## config.mk

```make
export PLATFORM = sky130hd
export DESIGN_NAME = hill_cipher_2x2_mod26
export DESIGN_NICKNAME = d
export VERILOG_FILES = /design/src/rtl/core/hill2_pkg.sv /design/src/rtl/core/hill_cipher_2x2_mod26.sv /design/src/rtl/core/hill2_front.sv /design/src/rtl/core/hill2_queue.sv /design/src/rtl/core/hill2_keys.sv /design/src/rtl/core/hill2_back.sv
export VERILOG_INCLUDE_DIRS = /design/src /design/src/rtl/core
export SDC_FILE = /design/constraint.sdc
export NUM_CORES = 1
export LEC_CHECK = 0
export BUFFER_PORTS_ARGS = -buffer_cell sky130_fd_sc_hd__buf_2
export CAP_MARGIN = 20
export CORE_MARGIN = 5
export CORE_UTILIZATION = 49
export CTS_CLUSTER_SIZE = 12
export DETAILED_ROUTE_END_ITERATION = 7
export GPL_TIMING_DRIVEN = 0
export RECOVER_POWER = 25
export SLEW_MARGIN = 10
export SYNTH_ARGS = -nofsm -noshare
export SYNTH_HDL_FRONTEND = slang
export SYNTH_HIERARCHICAL = 1
export SYNTH_SLANG_ARGS = --single-unit
```

## constraint.sdc

```tcl
create_clock -name clk -period 12.98 [get_ports clk]
set_input_delay 1.298 -clock clk [delete_from_list [all_inputs] [get_ports clk]]
set_output_delay 1.298 -clock clk [all_outputs]
set_load 0.02 [all_outputs]
```

## src/rtl/core/assert_macros.svh

```systemverilog
// Assertion macros shared by the hill2 queue, keys and back files.
// Each macro expects clk and rst_n to be in scope at the point of use.
`ifndef ASSERT_MACROS_SVH
`define ASSERT_MACROS_SVH

// Check a property on every rising clock edge outside reset.
`define ASSERT_CLK(label, prop, msg) \
    label: assert property (@(posedge clk) disable iff (!rst_n) (prop)) else $error(msg);

// When the trigger holds, check the consequence in the next cycle.
`define ASSERT_NEXT(label, trig, cons, msg) \
    label: assert property (@(posedge clk) disable iff (!rst_n) (trig) |=> (cons)) \
        else $error(msg);

`endif

```

## src/rtl/core/hill2_pkg.sv

```systemverilog
// Shared types, constants and modulo helper for the 2x2 Hill cipher block.
// No dependencies; every hill2 module refers to it by scoped names.
package hill2_pkg;

    localparam int unsigned LETTER_W  = 5;
    localparam int unsigned CFG_IDX_W = 3;
    localparam int unsigned CFG_DAT_W = 5;
    localparam int unsigned PROD_W    = 2 * LETTER_W;
    localparam int unsigned SUM_W     = PROD_W + 1;

    localparam logic [LETTER_W-1:0] MODULUS    = 5'd26;
    localparam logic [LETTER_W-1:0] PAD_LETTER = 5'd23;

    // Register indexes of the configuration port
    localparam logic [CFG_IDX_W-1:0] CFG_KEY_TL   = 3'd0;
    localparam logic [CFG_IDX_W-1:0] CFG_KEY_TR   = 3'd1;
    localparam logic [CFG_IDX_W-1:0] CFG_KEY_BL   = 3'd2;
    localparam logic [CFG_IDX_W-1:0] CFG_KEY_BR   = 3'd3;
    localparam logic [CFG_IDX_W-1:0] CFG_DECRYPT  = 3'd4;

    // Queue between front and back
    localparam int unsigned QUEUE_DEPTH = 2;
    localparam int unsigned QUEUE_PTR_W = $clog2(QUEUE_DEPTH);
    localparam int unsigned QUEUE_CNT_W = $clog2(QUEUE_DEPTH + 1);

    typedef struct packed {
        logic [LETTER_W-1:0] letter;
        logic                final_letter;
    } hill2_in_t;

    typedef struct packed {
        logic [LETTER_W-1:0] out_letter;
        logic                out_last;
        logic                key_error;
    } hill2_out_t;

    typedef struct packed {
        logic [LETTER_W-1:0] p1;
        logic [LETTER_W-1:0] p2;
        logic                fin;
    } hill2_pair_t;

    typedef struct packed {
        logic        valid;
        hill2_pair_t pair;
    } hill2_push_t;

    typedef struct packed {
        logic [3:0][LETTER_W-1:0] m;
        logic                     err;
    } hill2_matrix_t;

    typedef enum logic [2:0] {
        RB_IDLE,
        RB_PROD,
        RB_DET,
        RB_INV,
        RB_SCALE,
        RB_STORE
    } hill2_rb_state_t;

    // Residue modulo 26 of an 11-bit value: reciprocal estimate that is never
    // above the true quotient, then one correcting subtract.
    function automatic logic [LETTER_W-1:0] mod26(input logic [SUM_W-1:0] x);
        logic [19:0]      est;
        logic [6:0]       q;
        logic [SUM_W-1:0] r;
        est = 20'(x) * 20'd315;
        q   = est[19:13];
        r   = x - SUM_W'(q) * SUM_W'(MODULUS);
        if (r >= SUM_W'(MODULUS))
        begin
            r = r - SUM_W'(MODULUS);
        end
        return r[LETTER_W-1:0];
    endfunction

endpackage

```

## src/rtl/core/hill_cipher_2x2_mod26.sv

```systemverilog
// Top level of the 2x2 Hill cipher block over letter indices modulo 26.
// Depends on hill2_pkg, hill2_front, hill2_queue, hill2_keys and hill2_back.

// Letters 0..25 arrive one word per cycle, unless stalled, on src and are paired in
// arrival order; each pair (p1, p2) gives two result words on the res channel,
// row 0 of matrix * (p1, p2) first, then row 1, each reduced modulo 26. A final
// letter without a partner is paired with 23 ('x') and out_last marks the second
// word of the pair holding the final letter. With decrypt_mode set the matrix
// is the modular inverse of the key; if the key determinant has no inverse,
// 25 stands in for the determinant inverse and key_error is raised on every
// result word. Sustained rate, with no stall on either side: one letter accepted
// per cycle and, on average, one result word per cycle; a padded lone letter
// occupies the output stage as long as a full pair. The word completing a pair
// passes the queue, the product register and the output register before its
// first result. Any write to a key register starts a rebuild of the inverse key
// through a dedicated multiply and modulo datapath, during which src_stall is
// held high; configuration writes themselves are taken on every cycle and must
// be made while the block is idle. The front part pairs letters, a two-entry
// queue decouples it from the back part, and the back part's output register
// lets a new letter be taken while a finished word still waits on res_stall.
module hill_cipher_2x2_mod26 (
    input  logic                             clk,
    input  logic                             rst_n,
    input  logic                             src_valid,
    output logic                             src_stall,
    input  hill2_pkg::hill2_in_t             src_word,
    output logic                             res_valid,
    input  logic                             res_stall,
    output hill2_pkg::hill2_out_t            res_word,
    input  logic                             cfg_we,
    input  logic [hill2_pkg::CFG_IDX_W-1:0]  cfg_index,
    input  logic [hill2_pkg::CFG_DAT_W-1:0]  cfg_data
);

    hill2_pkg::hill2_push_t   push;
    hill2_pkg::hill2_pair_t   q_pair;
    hill2_pkg::hill2_matrix_t matrix;
    logic                     q_full;
    logic                     q_valid;
    logic                     q_take;
    logic                     busy;

    // Pair letters; hold the src channel while the queue is full or the
    // inverse key is being rebuilt
    hill2_front u_front (
        .clk       (clk),
        .rst_n     (rst_n),
        .src_valid (src_valid),
        .src_stall (src_stall),
        .src_word  (src_word),
        .q_full    (q_full),
        .busy      (busy),
        .push      (push)
    );

    hill2_queue u_queue (
        .clk       (clk),
        .rst_n     (rst_n),
        .push      (push),
        .full      (q_full),
        .pop_valid (q_valid),
        .pop_pair  (q_pair),
        .pop_take  (q_take)
    );

    // Key, mode and inverse key; selects the matrix in force
    hill2_keys u_keys (
        .clk       (clk),
        .rst_n     (rst_n),
        .cfg_we    (cfg_we),
        .cfg_index (cfg_index),
        .cfg_data  (cfg_data),
        .matrix    (matrix),
        .busy      (busy)
    );

    hill2_back u_back (
        .clk       (clk),
        .rst_n     (rst_n),
        .q_valid   (q_valid),
        .q_pair    (q_pair),
        .q_take    (q_take),
        .matrix    (matrix),
        .res_valid (res_valid),
        .res_stall (res_stall),
        .res_word  (res_word)
    );

endmodule

```

## src/rtl/core/hill2_front.sv

```systemverilog
// Front part: accepts letter words, pairs them and pads a lone final letter.
// Depends on hill2_pkg.
module hill2_front (
    input  logic                  clk,
    input  logic                  rst_n,
    input  logic                  src_valid,
    output logic                  src_stall,
    input  hill2_pkg::hill2_in_t  src_word,
    input  logic                  q_full,
    input  logic                  busy,
    output hill2_pkg::hill2_push_t push
);

    logic                          held_valid_reg, held_valid_next;
    logic [hill2_pkg::LETTER_W-1:0] held_letter_reg, held_letter_next;
    logic                          accept;

    assign src_stall = q_full | busy;
    assign accept    = src_valid & ~src_stall;

    always_comb
    begin
        held_valid_next  = held_valid_reg;
        held_letter_next = held_letter_reg;
        push.valid       = 1'b0;
        push.pair.p1     = held_letter_reg;
        push.pair.p2     = src_word.letter;
        push.pair.fin    = src_word.final_letter;
        if (accept)
        begin
            if (held_valid_reg)
            begin
                // complete the pair with the held letter
                push.valid       = 1'b1;
                held_valid_next  = 1'b0;
                held_letter_next = '0;
            end
            else if (src_word.final_letter)
            begin
                // pad a lone final letter
                push.valid   = 1'b1;
                push.pair.p1 = src_word.letter;
                push.pair.p2 = hill2_pkg::PAD_LETTER;
            end
            else
            begin
                held_valid_next  = 1'b1;
                held_letter_next = src_word.letter;
            end
        end
    end

    always_ff @(posedge clk or negedge rst_n)
    begin
        if (!rst_n)
        begin
            held_valid_reg  <= 1'b0;
            held_letter_reg <= '0;
        end
        else
        begin
            held_valid_reg  <= held_valid_next;
            held_letter_reg <= held_letter_next;
        end
    end

endmodule

```

## src/rtl/core/hill2_queue.sv

```systemverilog
// Short queue of letter pairs between the front and back parts.
// Depends on hill2_pkg and assert_macros.svh.
`include "assert_macros.svh"

module hill2_queue (
    input  logic                   clk,
    input  logic                   rst_n,
    input  hill2_pkg::hill2_push_t push,
    output logic                   full,
    output logic                   pop_valid,
    output hill2_pkg::hill2_pair_t pop_pair,
    input  logic                   pop_take
);

    localparam logic [hill2_pkg::QUEUE_PTR_W-1:0] LAST_PTR =
        hill2_pkg::QUEUE_PTR_W'(hill2_pkg::QUEUE_DEPTH - 1);
    localparam logic [hill2_pkg::QUEUE_CNT_W-1:0] FULL_CNT =
        hill2_pkg::QUEUE_CNT_W'(hill2_pkg::QUEUE_DEPTH);

    hill2_pkg::hill2_pair_t entry_reg [hill2_pkg::QUEUE_DEPTH];
    logic [hill2_pkg::QUEUE_PTR_W-1:0] wr_ptr_reg, wr_ptr_next;
    logic [hill2_pkg::QUEUE_PTR_W-1:0] rd_ptr_reg, rd_ptr_next;
    logic [hill2_pkg::QUEUE_CNT_W-1:0] count_reg, count_next;
    logic                              do_pop;

    assign full      = (count_reg == FULL_CNT);
    assign pop_valid = (count_reg != '0);
    assign pop_pair  = entry_reg[rd_ptr_reg];
    assign do_pop    = pop_take & pop_valid;

    always_comb
    begin
        wr_ptr_next = wr_ptr_reg;
        rd_ptr_next = rd_ptr_reg;
        if (push.valid)
        begin
            wr_ptr_next = (wr_ptr_reg == LAST_PTR) ? '0 : wr_ptr_reg + 1'b1;
        end
        if (do_pop)
        begin
            rd_ptr_next = (rd_ptr_reg == LAST_PTR) ? '0 : rd_ptr_reg + 1'b1;
        end
        count_next = count_reg + hill2_pkg::QUEUE_CNT_W'(push.valid)
                               - hill2_pkg::QUEUE_CNT_W'(do_pop);
    end

    always_ff @(posedge clk)
    begin
        if (push.valid)
        begin
            entry_reg[wr_ptr_reg] <= push.pair;
        end
    end

    always_ff @(posedge clk or negedge rst_n)
    begin
        if (!rst_n)
        begin
            wr_ptr_reg <= '0;
            rd_ptr_reg <= '0;
            count_reg  <= '0;
        end
        else
        begin
            wr_ptr_reg <= wr_ptr_next;
            rd_ptr_reg <= rd_ptr_next;
            count_reg  <= count_next;
        end
    end

    `ASSERT_CLK(a_queue_no_overflow, !(push.valid && full), "pair pushed into a full queue")

endmodule

```

## src/rtl/core/hill2_keys.sv

```systemverilog
// Key and mode registers, plus the sequencer that rebuilds the inverse key.
// Depends on hill2_pkg and assert_macros.svh.
`include "assert_macros.svh"

module hill2_keys (
    input  logic                                 clk,
    input  logic                                 rst_n,
    input  logic                                 cfg_we,
    input  logic [hill2_pkg::CFG_IDX_W-1:0]      cfg_index,
    input  logic [hill2_pkg::CFG_DAT_W-1:0]      cfg_data,
    output hill2_pkg::hill2_matrix_t             matrix,
    output logic                                 busy
);

    localparam int unsigned LW = hill2_pkg::LETTER_W;
    localparam int unsigned PW = hill2_pkg::PROD_W;
    localparam int unsigned SW = hill2_pkg::SUM_W;

    function automatic logic [LW-1:0] red26(input logic [LW-1:0] v);
        return (v >= hill2_pkg::MODULUS) ? v - hill2_pkg::MODULUS : v;
    endfunction

    function automatic logic [LW-1:0] neg26(input logic [LW-1:0] v);
        return (v == '0) ? '0 : hill2_pkg::MODULUS - v;
    endfunction

    // Multiplicative inverse modulo 26, zero where none exists
    function automatic logic [LW-1:0] inv26(input logic [LW-1:0] v);
        logic [LW-1:0] r;
        case (v)
            5'd1:    r = 5'd1;
            5'd3:    r = 5'd9;
            5'd5:    r = 5'd21;
            5'd7:    r = 5'd15;
            5'd9:    r = 5'd3;
            5'd11:   r = 5'd19;
            5'd15:   r = 5'd7;
            5'd17:   r = 5'd23;
            5'd19:   r = 5'd11;
            5'd21:   r = 5'd5;
            5'd23:   r = 5'd17;
            5'd25:   r = 5'd25;
            default: r = 5'd0;
        endcase
        return r;
    endfunction

    logic [3:0][LW-1:0] key_reg;
    logic               decrypt_reg;
    logic [3:0][LW-1:0] inv_reg;
    logic               missing_reg;

    hill2_pkg::hill2_rb_state_t state_reg, state_next;

    logic [3:0][LW-1:0] red_reg;
    logic [PW-1:0]      ad_reg, bc_reg;
    logic [LW-1:0]      det_reg;
    logic [LW-1:0]      dinv_reg;
    logic [3:0][PW-1:0] sp_reg;
    logic [3:0][LW-1:0] red_now;
    logic [LW-1:0]      dinv_raw;
    logic               key_write;

    assign key_write = cfg_we && (cfg_index inside {hill2_pkg::CFG_KEY_TL,
        hill2_pkg::CFG_KEY_TR, hill2_pkg::CFG_KEY_BL, hill2_pkg::CFG_KEY_BR});

    assign busy     = (state_reg != hill2_pkg::RB_IDLE);
    assign dinv_raw = inv26(det_reg);

    always_comb
    begin
        for (int i = 0; i < 4; i++)
        begin
            red_now[i] = red26(key_reg[i]);
        end
    end

    always_comb
    begin
        matrix.m   = decrypt_reg ? inv_reg : key_reg;
        matrix.err = decrypt_reg & missing_reg;
    end

    // Register writes; an index beyond the list is dropped
    always_ff @(posedge clk or negedge rst_n)
    begin
        if (!rst_n)
        begin
            key_reg     <= {5'd1, 5'd0, 5'd0, 5'd1};
            decrypt_reg <= 1'b0;
        end
        else if (cfg_we)
        begin
            unique case (cfg_index)
                hill2_pkg::CFG_KEY_TL:  key_reg[0]  <= cfg_data;
                hill2_pkg::CFG_KEY_TR:  key_reg[1]  <= cfg_data;
                hill2_pkg::CFG_KEY_BL:  key_reg[2]  <= cfg_data;
                hill2_pkg::CFG_KEY_BR:  key_reg[3]  <= cfg_data;
                hill2_pkg::CFG_DECRYPT: decrypt_reg <= cfg_data[0];
                default:                ;
            endcase
        end
    end

    always_comb
    begin
        state_next = state_reg;
        unique case (state_reg)
            hill2_pkg::RB_IDLE:  state_next = hill2_pkg::RB_IDLE;
            hill2_pkg::RB_PROD:  state_next = hill2_pkg::RB_DET;
            hill2_pkg::RB_DET:   state_next = hill2_pkg::RB_INV;
            hill2_pkg::RB_INV:   state_next = hill2_pkg::RB_SCALE;
            hill2_pkg::RB_SCALE: state_next = hill2_pkg::RB_STORE;
            hill2_pkg::RB_STORE: state_next = hill2_pkg::RB_IDLE;
            default:             state_next = hill2_pkg::RB_IDLE;
        endcase
        // restart on any key write, also mid-rebuild
        if (key_write)
        begin
            state_next = hill2_pkg::RB_PROD;
        end
    end

    always_ff @(posedge clk or negedge rst_n)
    begin
        if (!rst_n)
        begin
            state_reg <= hill2_pkg::RB_IDLE;
        end
        else
        begin
            state_reg <= state_next;
        end
    end

    // Rebuild datapath
    always_ff @(posedge clk)
    begin
        case (state_reg)
            hill2_pkg::RB_PROD:
            begin
                red_reg <= red_now;
                ad_reg  <= PW'(red_now[0]) * PW'(red_now[3]);
                bc_reg  <= PW'(red_now[1]) * PW'(red_now[2]);
            end
            hill2_pkg::RB_DET:
            begin
                det_reg <= hill2_pkg::mod26(SW'(ad_reg) + SW'(676) - SW'(bc_reg));
            end
            hill2_pkg::RB_INV:
            begin
                dinv_reg <= (dinv_raw == '0) ? hill2_pkg::MODULUS - 5'd1 : dinv_raw;
            end
            hill2_pkg::RB_SCALE:
            begin
                sp_reg[0] <= PW'(red_reg[3]) * PW'(dinv_reg);
                sp_reg[1] <= PW'(neg26(red_reg[1])) * PW'(dinv_reg);
                sp_reg[2] <= PW'(neg26(red_reg[2])) * PW'(dinv_reg);
                sp_reg[3] <= PW'(red_reg[0]) * PW'(dinv_reg);
            end
            default:
            begin
            end
        endcase
    end

    always_ff @(posedge clk or negedge rst_n)
    begin
        if (!rst_n)
        begin
            inv_reg     <= {5'd1, 5'd0, 5'd0, 5'd1};
            missing_reg <= 1'b0;
        end
        else
        begin
            if (state_reg == hill2_pkg::RB_INV)
            begin
                missing_reg <= (dinv_raw == '0);
            end
            if (state_reg == hill2_pkg::RB_STORE)
            begin
                for (int i = 0; i < 4; i++)
                begin
                    inv_reg[i] <= hill2_pkg::mod26(SW'(sp_reg[i]));
                end
            end
        end
    end

    `ASSERT_NEXT(a_keys_rebuild_on_write, key_write, state_reg == hill2_pkg::RB_PROD, "key write did not start a rebuild")

endmodule

```

## src/rtl/core/hill2_back.sv

```systemverilog
// Back part: multiplies each queued pair by the active matrix and delivers
// the two result words in order. Depends on hill2_pkg and assert_macros.svh.
`include "assert_macros.svh"

module hill2_back (
    input  logic                     clk,
    input  logic                     rst_n,
    input  logic                     q_valid,
    input  hill2_pkg::hill2_pair_t   q_pair,
    output logic                     q_take,
    input  hill2_pkg::hill2_matrix_t matrix,
    output logic                     res_valid,
    input  logic                     res_stall,
    output hill2_pkg::hill2_out_t    res_word
);

    localparam int unsigned LW = hill2_pkg::LETTER_W;
    localparam int unsigned PW = hill2_pkg::PROD_W;
    localparam int unsigned SW = hill2_pkg::SUM_W;

    // Product stage
    logic               s1_valid_reg;
    logic [3:0][PW-1:0] prod_reg;
    logic               s1_fin_reg, s1_err_reg;

    // Output stage: both result letters, delivered row 0 then row 1
    logic               s2_valid_reg;
    logic               phase_reg;
    logic [1:0][LW-1:0] row_reg;
    logic               s2_fin_reg, s2_err_reg;

    logic out_fire, s2_free, s2_load, s1_free;

    assign out_fire = s2_valid_reg & ~res_stall;
    assign s2_free  = ~s2_valid_reg | (out_fire & phase_reg);
    assign s2_load  = s1_valid_reg & s2_free;
    assign s1_free  = ~s1_valid_reg | s2_load;
    assign q_take   = q_valid & s1_free;

    assign res_valid           = s2_valid_reg;
    assign res_word.out_letter = phase_reg ? row_reg[1] : row_reg[0];
    assign res_word.out_last   = phase_reg & s2_fin_reg;
    assign res_word.key_error  = s2_err_reg;

    always_ff @(posedge clk)
    begin
        if (q_take)
        begin
            prod_reg[0] <= PW'(matrix.m[0]) * PW'(q_pair.p1);
            prod_reg[1] <= PW'(matrix.m[1]) * PW'(q_pair.p2);
            prod_reg[2] <= PW'(matrix.m[2]) * PW'(q_pair.p1);
            prod_reg[3] <= PW'(matrix.m[3]) * PW'(q_pair.p2);
            s1_fin_reg  <= q_pair.fin;
            s1_err_reg  <= matrix.err;
        end
        if (s2_load)
        begin
            row_reg[0] <= hill2_pkg::mod26(SW'(prod_reg[0]) + SW'(prod_reg[1]));
            row_reg[1] <= hill2_pkg::mod26(SW'(prod_reg[2]) + SW'(prod_reg[3]));
            s2_fin_reg <= s1_fin_reg;
            s2_err_reg <= s1_err_reg;
        end
    end

    always_ff @(posedge clk or negedge rst_n)
    begin
        if (!rst_n)
        begin
            s1_valid_reg <= 1'b0;
            s2_valid_reg <= 1'b0;
            phase_reg    <= 1'b0;
        end
        else
        begin
            if (s1_free)
            begin
                s1_valid_reg <= q_take;
            end
            if (s2_load)
            begin
                s2_valid_reg <= 1'b1;
                phase_reg    <= 1'b0;
            end
            else if (out_fire)
            begin
                // advance to row 1, or drop the pair after row 1
                s2_valid_reg <= ~phase_reg;
                phase_reg    <= ~phase_reg;
            end
        end
    end

    `ASSERT_CLK(a_back_phase_held, !phase_reg || s2_valid_reg, "second row pending with no pair held")
    `ASSERT_NEXT(a_back_pair_whole, out_fire && !phase_reg, s2_valid_reg && phase_reg, "pair split after its first word")

endmodule

```

==> flow_summary.json, run 1 <==
{
  "cts_made_buffers": 29,
  "holdWs_ps": 416,
  "drtAntennaViolNets": 0,
  "drc": 0,
  "r2r_cells": 45,
  "numClockSinks": 229,
  "crit_family": "adder cells",
  "slowest_delay_ps": 530,
  "r2r_slack_ps": 2410,
  "syn_avg_cell_area_um2": 9.69,
  "place_hpwl_mm": 57.2,
  "synth-xor-area-share_pct": 6.04,
  "status": "complete, but fails checks",
  "die_h_um": 278,
  "worstHoldPathCells": 0,
  "setup_tns_ps": 0,
  "worst-path-buf-inv": 6,
  "path_class": "register to register",
  "grt_pass1_wl_mm": 117,
  "holdPathEnd": "u_back/s2_fin_reg$_DFFE_PP_",
  "nFillCells": 6671,
  "post-route-min-period_ps": 10570,
  "grtUsageTotal_pct": 17.9,
  "area_growth_syn_to_layout_pct": 6.65,
  "syn_inst": 3630,
  "worstMarginPinSlew_ps": 3250,
  "hold_path.class": "register to register",
  "io_buffer_count": 27,
  "layoutNonFillerInstCount": 4669,
  "violations": "max-capacitance violations, max-slew violations",
  "clock_latency_ps": 580,
  "r2r_start": "u_keys/ad_reg[0]$_DFFE_PP_",
  "reg2reg_to": "u_keys/dinv_raw[4]$_DFF_P_",
  "vias_per_cell": 5.07,
  "core_area_um2": 71400,
  "grt_pass1_vias": 24200,
  "maxClockFrequency_mhz": 94.6,
  "synth_fa_ha_area_share_pct": 43.8,
  "cts_max_level": 1,
  "synth_ff_type": "edfxtp_1",
  "nets": 4749,
  "wire_per_inst_um": 14.5,
  "cp-end-kind": "register",
  "fin_area_um2": 37500,
  "slew_headroom_pct": -117,
  "hp-start": "u_back/s1_fin_reg$_DFFE_PP_",
  "rsz0062_at_grt": "false",
  "start_kind": "register",
  "arrival_ps": 11060,
  "drt_wl_total_mm": 67.8,
  "globalplace.congestion": 0.807,
  "synth_compound_area_share_pct": 10.3,
  "synth_nets": 4684,
  "cts_setup_buffers": 0,
  "cts_root_buf": "clkbuf_16",
  "grt_max_degree": 57,
  "yosys_warnings": 6,
  "overflow": 0,
  "slew_violations": 69,
  "syn_area_um2": 35200,
  "synth_seq_area_share_pct": 18.6,
  "post-place-cells": 4613,
  "first_pass_iters": 6,
  "ys_seq_elements": 229,
  "postSynth.asyncResetShare_pct": 25.3,
  "start_util_pct": 49.3,
  "hold_violations": 0,
  "synth-edff-count": 166,
  "required_ps": 13470,
  "fp-row-count": 98,
  "die_x_um": 278,
  "clk_path_buf_depth": 3,
  "startpoint": "u_keys/ad_reg[0]$_DFFE_PP_",
  "drive_gt1_share_pct": 5.14,
  "period_share_pct": 81.4,
  "clock_skew_ps": 23.6,
  "finalSetupViolCount": 0,
  "muxShareOfSynthArea_pct": 2.17,
  "drt-initial-drc-count": 845,
  "antenna_found_initial": 2,
  "io_pins": 28,
  "cts_hold_buf": 0,
  "synth_top_family_by_area": "adder cells",
  "cap_violations": 2,
  "path_clk_slew_ps": 60,
  "crit_fanout": 7,
  "cp_slowest_cell": "fa_1",
  "synth_simple_gate_area_share_pct": 10.2,
  "die-area_um2": 77200,
  "worst_path_most_repeated_cell": "ha_1",
  "cts_tree": "done",
  "ctsResizeCount": 0,
  "ys_types": 115,
  "via_count": 23700,
  "placed_cell_area_um2": 36600
}
[synth_stat cells, types with 14 or more instances]
library cell	number	area, um2
o21ai_0	113	566
nor3_1	33	165
o211ai_1	15	113
o21bai_1	52	390
nand2b_1	32	200
edfxtp_1	166	4980
a21oi_1	159	796
nor2_1	106	398
clkbuf_1	30	113
xnor2_1	163	1430
and2_1	150	938
a21o_1	62	465
fa_1	323	6470
inv_1	780	2930
dfrtp_1	54	1350
nand3_1	26	130
ha_1	712	8910
xor2_1	76	666
mux2_2	37	417
nand2_1	224	841
o21a_1	14	105
mux2_4	14	210
nor2b_1	40	250
[worst max path at each step]
stage                                       to  slack, ps  cells after the start
finish              u_keys/dinv_raw[4]$_DFF_P_       2410                     45
global route        u_keys/dinv_raw[4]$_DFF_P_       1640                     43
CTS                 u_keys/dinv_raw[4]$_DFF_P_       2290                     45
detailed placement  u_keys/dinv_raw[4]$_DFF_P_       2330                     43
global placement    u_keys/dinv_raw[4]$_DFF_P_       2320                     45
floorplan           u_keys/dinv_raw[1]$_DFF_P_       3510                     40
[stage by stage]
step | utilization, % | setup slack [ps]
after floorplan | - | 3510
after global placement | 51.1 | 2320
after detailed placement | 51.3 | 2330
after CTS | 52.6 | 2290
after global routing | 52.6 | 1640
final | 52.6 | 2410
[area by class of cell]
type | count | area (um2) | share of cell area [%]
Clock inverter | 18 | 191 | 0.510
Sequential cell | 229 | 6540 | 17.4
Tap cell | 950 | 1190 | 3.17
Clock buffer | 35 | 748 | 1.99
Antenna cell | 2 | 5.00 | 0.0133
Inverter | 781 | 2930 | 7.82
Buffer | 41 | 210 | 0.560
Timing Repair Buffer | 34 | 204 | 0.544
Multi-Input combinational cell | 2579 | 25500 | 68.0
[cell families after synthesis]
family | after synthesis
DFF | 229
muxes | 64
buffers and inverters | 822
xor gates and xnor gates | 241
AOI/OAI and AO/OA | 541
adders and majority gates | 1037
and+or+nand+nor | 696
[metal layers]
metal,track usage [%],vias up,routed length (um)
met5,0,-,0
met4,4.13,0,1810
met3,1.52,85,1450
met2,30.6,171,31600
met1,25.0,11300,32900
li1,-,12100,-
[cells in the final DEF (no fill, tap or decap), types with 12 or more instances in the layout]
cell type / instances
mux2_4: 14
o31ai_1: 13
a211oi_1: 12
nand3_1: 26
a21o_1: 62
xor2_1: 76
o21a_1: 14
dfrtp_1: 54
fa_1: 323
a21oi_1: 159
inv_1: 780
xnor2_1: 163
and2_1: 145
ha_1: 712
o21ai_0: 112
a31oi_1: 12
nor2b_1: 40
mux2_2: 37
nor2_1: 106
o211ai_1: 15
edfxtp_1: 166
clkbuf_16: 29
o21bai_1: 52
nand2b_1: 32
nor3_1: 33
buf_2: 24
clkbuf_1: 42
nand2_1: 225
Power of run 1 is left out: the tool's default activity adds up to more than one toggle a clock period on the data nets, which glitch-free logic cannot reach.
==> run 2: changes to the inputs <==
--- a/config.mk
+++ b/config.mk
@@ -13,6 +13,7 @@
 export CTS_CLUSTER_SIZE = 12
 export DETAILED_ROUTE_END_ITERATION = 7
 export GPL_TIMING_DRIVEN = 0
+export PLACE_DENSITY = 0.67
 export RECOVER_POWER = 25
 export SLEW_MARGIN = 10
 export SYNTH_ARGS = -nofsm -noshare
==> constraint.sdc (replaced) <==
create_clock -name clk -period 9.2 [get_ports clk]
set_input_delay 0.92 -clock clk [delete_from_list [all_inputs] [get_ports clk]]
set_output_delay 0.92 -clock clk [all_outputs]
set_load 0.02 [all_outputs]
==> flow_summary.json, run 2 (synthesized netlist as in run 1, its figures left out) <==
{
  "drtAntennaViolNets": 0,
  "slew_headroom_pct": -125,
  "cts_root_buf": "clkbuf_16",
  "clock_skew_ps": 34.4,
  "die-area_um2": 77200,
  "maxClockFrequency_mhz": 108,
  "die_h_um": 278,
  "numClockSinks": 229,
  "worst_path_most_repeated_cell": "inv_1",
  "drt-initial-drc-count": 917,
  "path_clk_slew_ps": 60,
  "worstMarginPinSlew_ps": 3370,
  "cts_made_buffers": 28,
  "hold_path.class": "primary input to asynchronous set/reset pin",
  "r2r_start": "u_keys/ad_reg[0]$_DFFE_PP_",
  "place_hpwl_mm": 56.8,
  "via_count": 24200,
  "post-place-cells": 4617,
  "hold_violations": 0,
  "layoutNonFillerInstCount": 4729,
  "overflow": 0,
  "nFillCells": 6454,
  "drc": 0,
  "io_pins": 28,
  "finalSetupViolCount": 4,
  "violations": "max-capacitance violations, max-slew violations, negative setup slack",
  "area_growth_syn_to_layout_pct": 10.6,
  "grt_max_degree": 56,
  "drive_gt1_share_pct": 10.0,
  "first_pass_iters": 5,
  "wire_per_inst_um": 14.7,
  "path_class": "register to register",
  "fp-row-count": 98,
  "setup_tns_ps": -278,
  "antenna_found_initial": 2,
  "cts_tree": "done",
  "grt_pass1_wl_mm": 119,
  "status": "complete, but fails checks",
  "cts_max_level": 1,
  "post-route-min-period_ps": 9300,
  "period_share_pct": 101,
  "grtUsageTotal_pct": 18.1,
  "required_ps": 9690,
  "drt_wl_total_mm": 69.6,
  "cp_slowest_cell": "fa_1",
  "r2r_slack_ps": -100,
  "die_x_um": 278,
  "arrival_ps": 9790,
  "slew_violations": 56,
  "startpoint": "u_keys/ad_reg[0]$_DFFE_PP_",
  "clock_latency_ps": 580,
  "start_kind": "register",
  "cp-end-kind": "register",
  "vias_per_cell": 5.12,
  "final_cell_mix": "inv_1 (769), ha_1 (694), fa_1 (318), nand2_1 (220), edfxtp_1 (166)",
  "core_area_um2": 71400,
  "slowest_delay_ps": 540,
  "rsz0062_at_grt": "true",
  "io_buffer_count": 27,
  "crit_fanout": 6,
  "globalplace.congestion": 0.840,
  "final_common_cell": "inv_1",
  "cap_violations": 1,
  "clk_path_buf_depth": 3,
  "nets": 4809,
  "grt_pass1_vias": 25000,
  "layout_setup_ws_ps": -97.7,
  "pre_cts_slack_ps": -1080,
  "start_util_pct": 49.3
}
==> run 2: path summary, 6_finish.rpt <==
check,cells after the start,to
max reg2reg,46,u_keys/dinv_raw[4]$_DFF_P_
max in group asynchronous,2,u_keys/inv_reg[4]$_DFFE_PN0N_
min,1,u_back/s1_valid_reg$_DFFE_PN0N_
max,46,u_keys/dinv_raw[4]$_DFF_P_
min in group clk,2,u_keys/inv_reg[15]$_DFFE_PN1N_
min reg2reg,2,u_keys/inv_reg[15]$_DFFE_PN1N_
==> run 2: critical path, delay by kind of cell (launching register included) <==
| family | cells | cell delay (ps) |
|---|---|---|
| AOI/OAI and AO/OA | 16 | 2740 |
| buffers and inverters | 8 | 610 |
| and+or+nand+nor | 7 | 1060 |
| muxes | 2 | 590 |
| adders and majority gates | 11 | 3610 |
| xor gates and xnor gates | 2 | 250 |
| DFF | 1 | 330 |
==> run 2: layer usage <==
metal  track usage [%]  up-vias  wire, um  part of all wire [%]
li1                  -    12200         -                     -
met1              24.4    11700     32400                    47
met2              32.3      230     34500                    50
met3              1.72       76      1650                   2.4
met4              2.83        0      1120                   1.6
met5                 0        -         0                     0
==> run 2: through the flow <==
stage                     hold WS (ps)  util [%]  area [um2]
after floorplan                    400         -       35200
after global placement             450      51.2       36500
after detailed placement           455      51.4       36700
after CTS                          140      53.5       38200
after global routing               190      54.5       38900
final                              188      54.5       38900
==> run 2: layout make-up <==
type	count	area (um2)	share of cell area (%)
clock inverter	11	91.3	0.235
tap	950	1190	3.06
buffer	41	216	0.557
antenna	2	5.00	0.0129
clock buffer	41	812	2.09
inverter	781	2930	7.54
timing repair buffer	95	681	1.75
sequential	229	6540	16.8
multi-input combinational	2579	26400	67.9
==> run 2: timing repair <==
item / CTS / global route
setup endpoints to repair: 18 / 26
pin swaps: 63 / 58
hold buffers: 0 / 0
setup buffers: 21 / 36
resized for setup: 76 / 98
Power of run 2 is left out for the same reason.
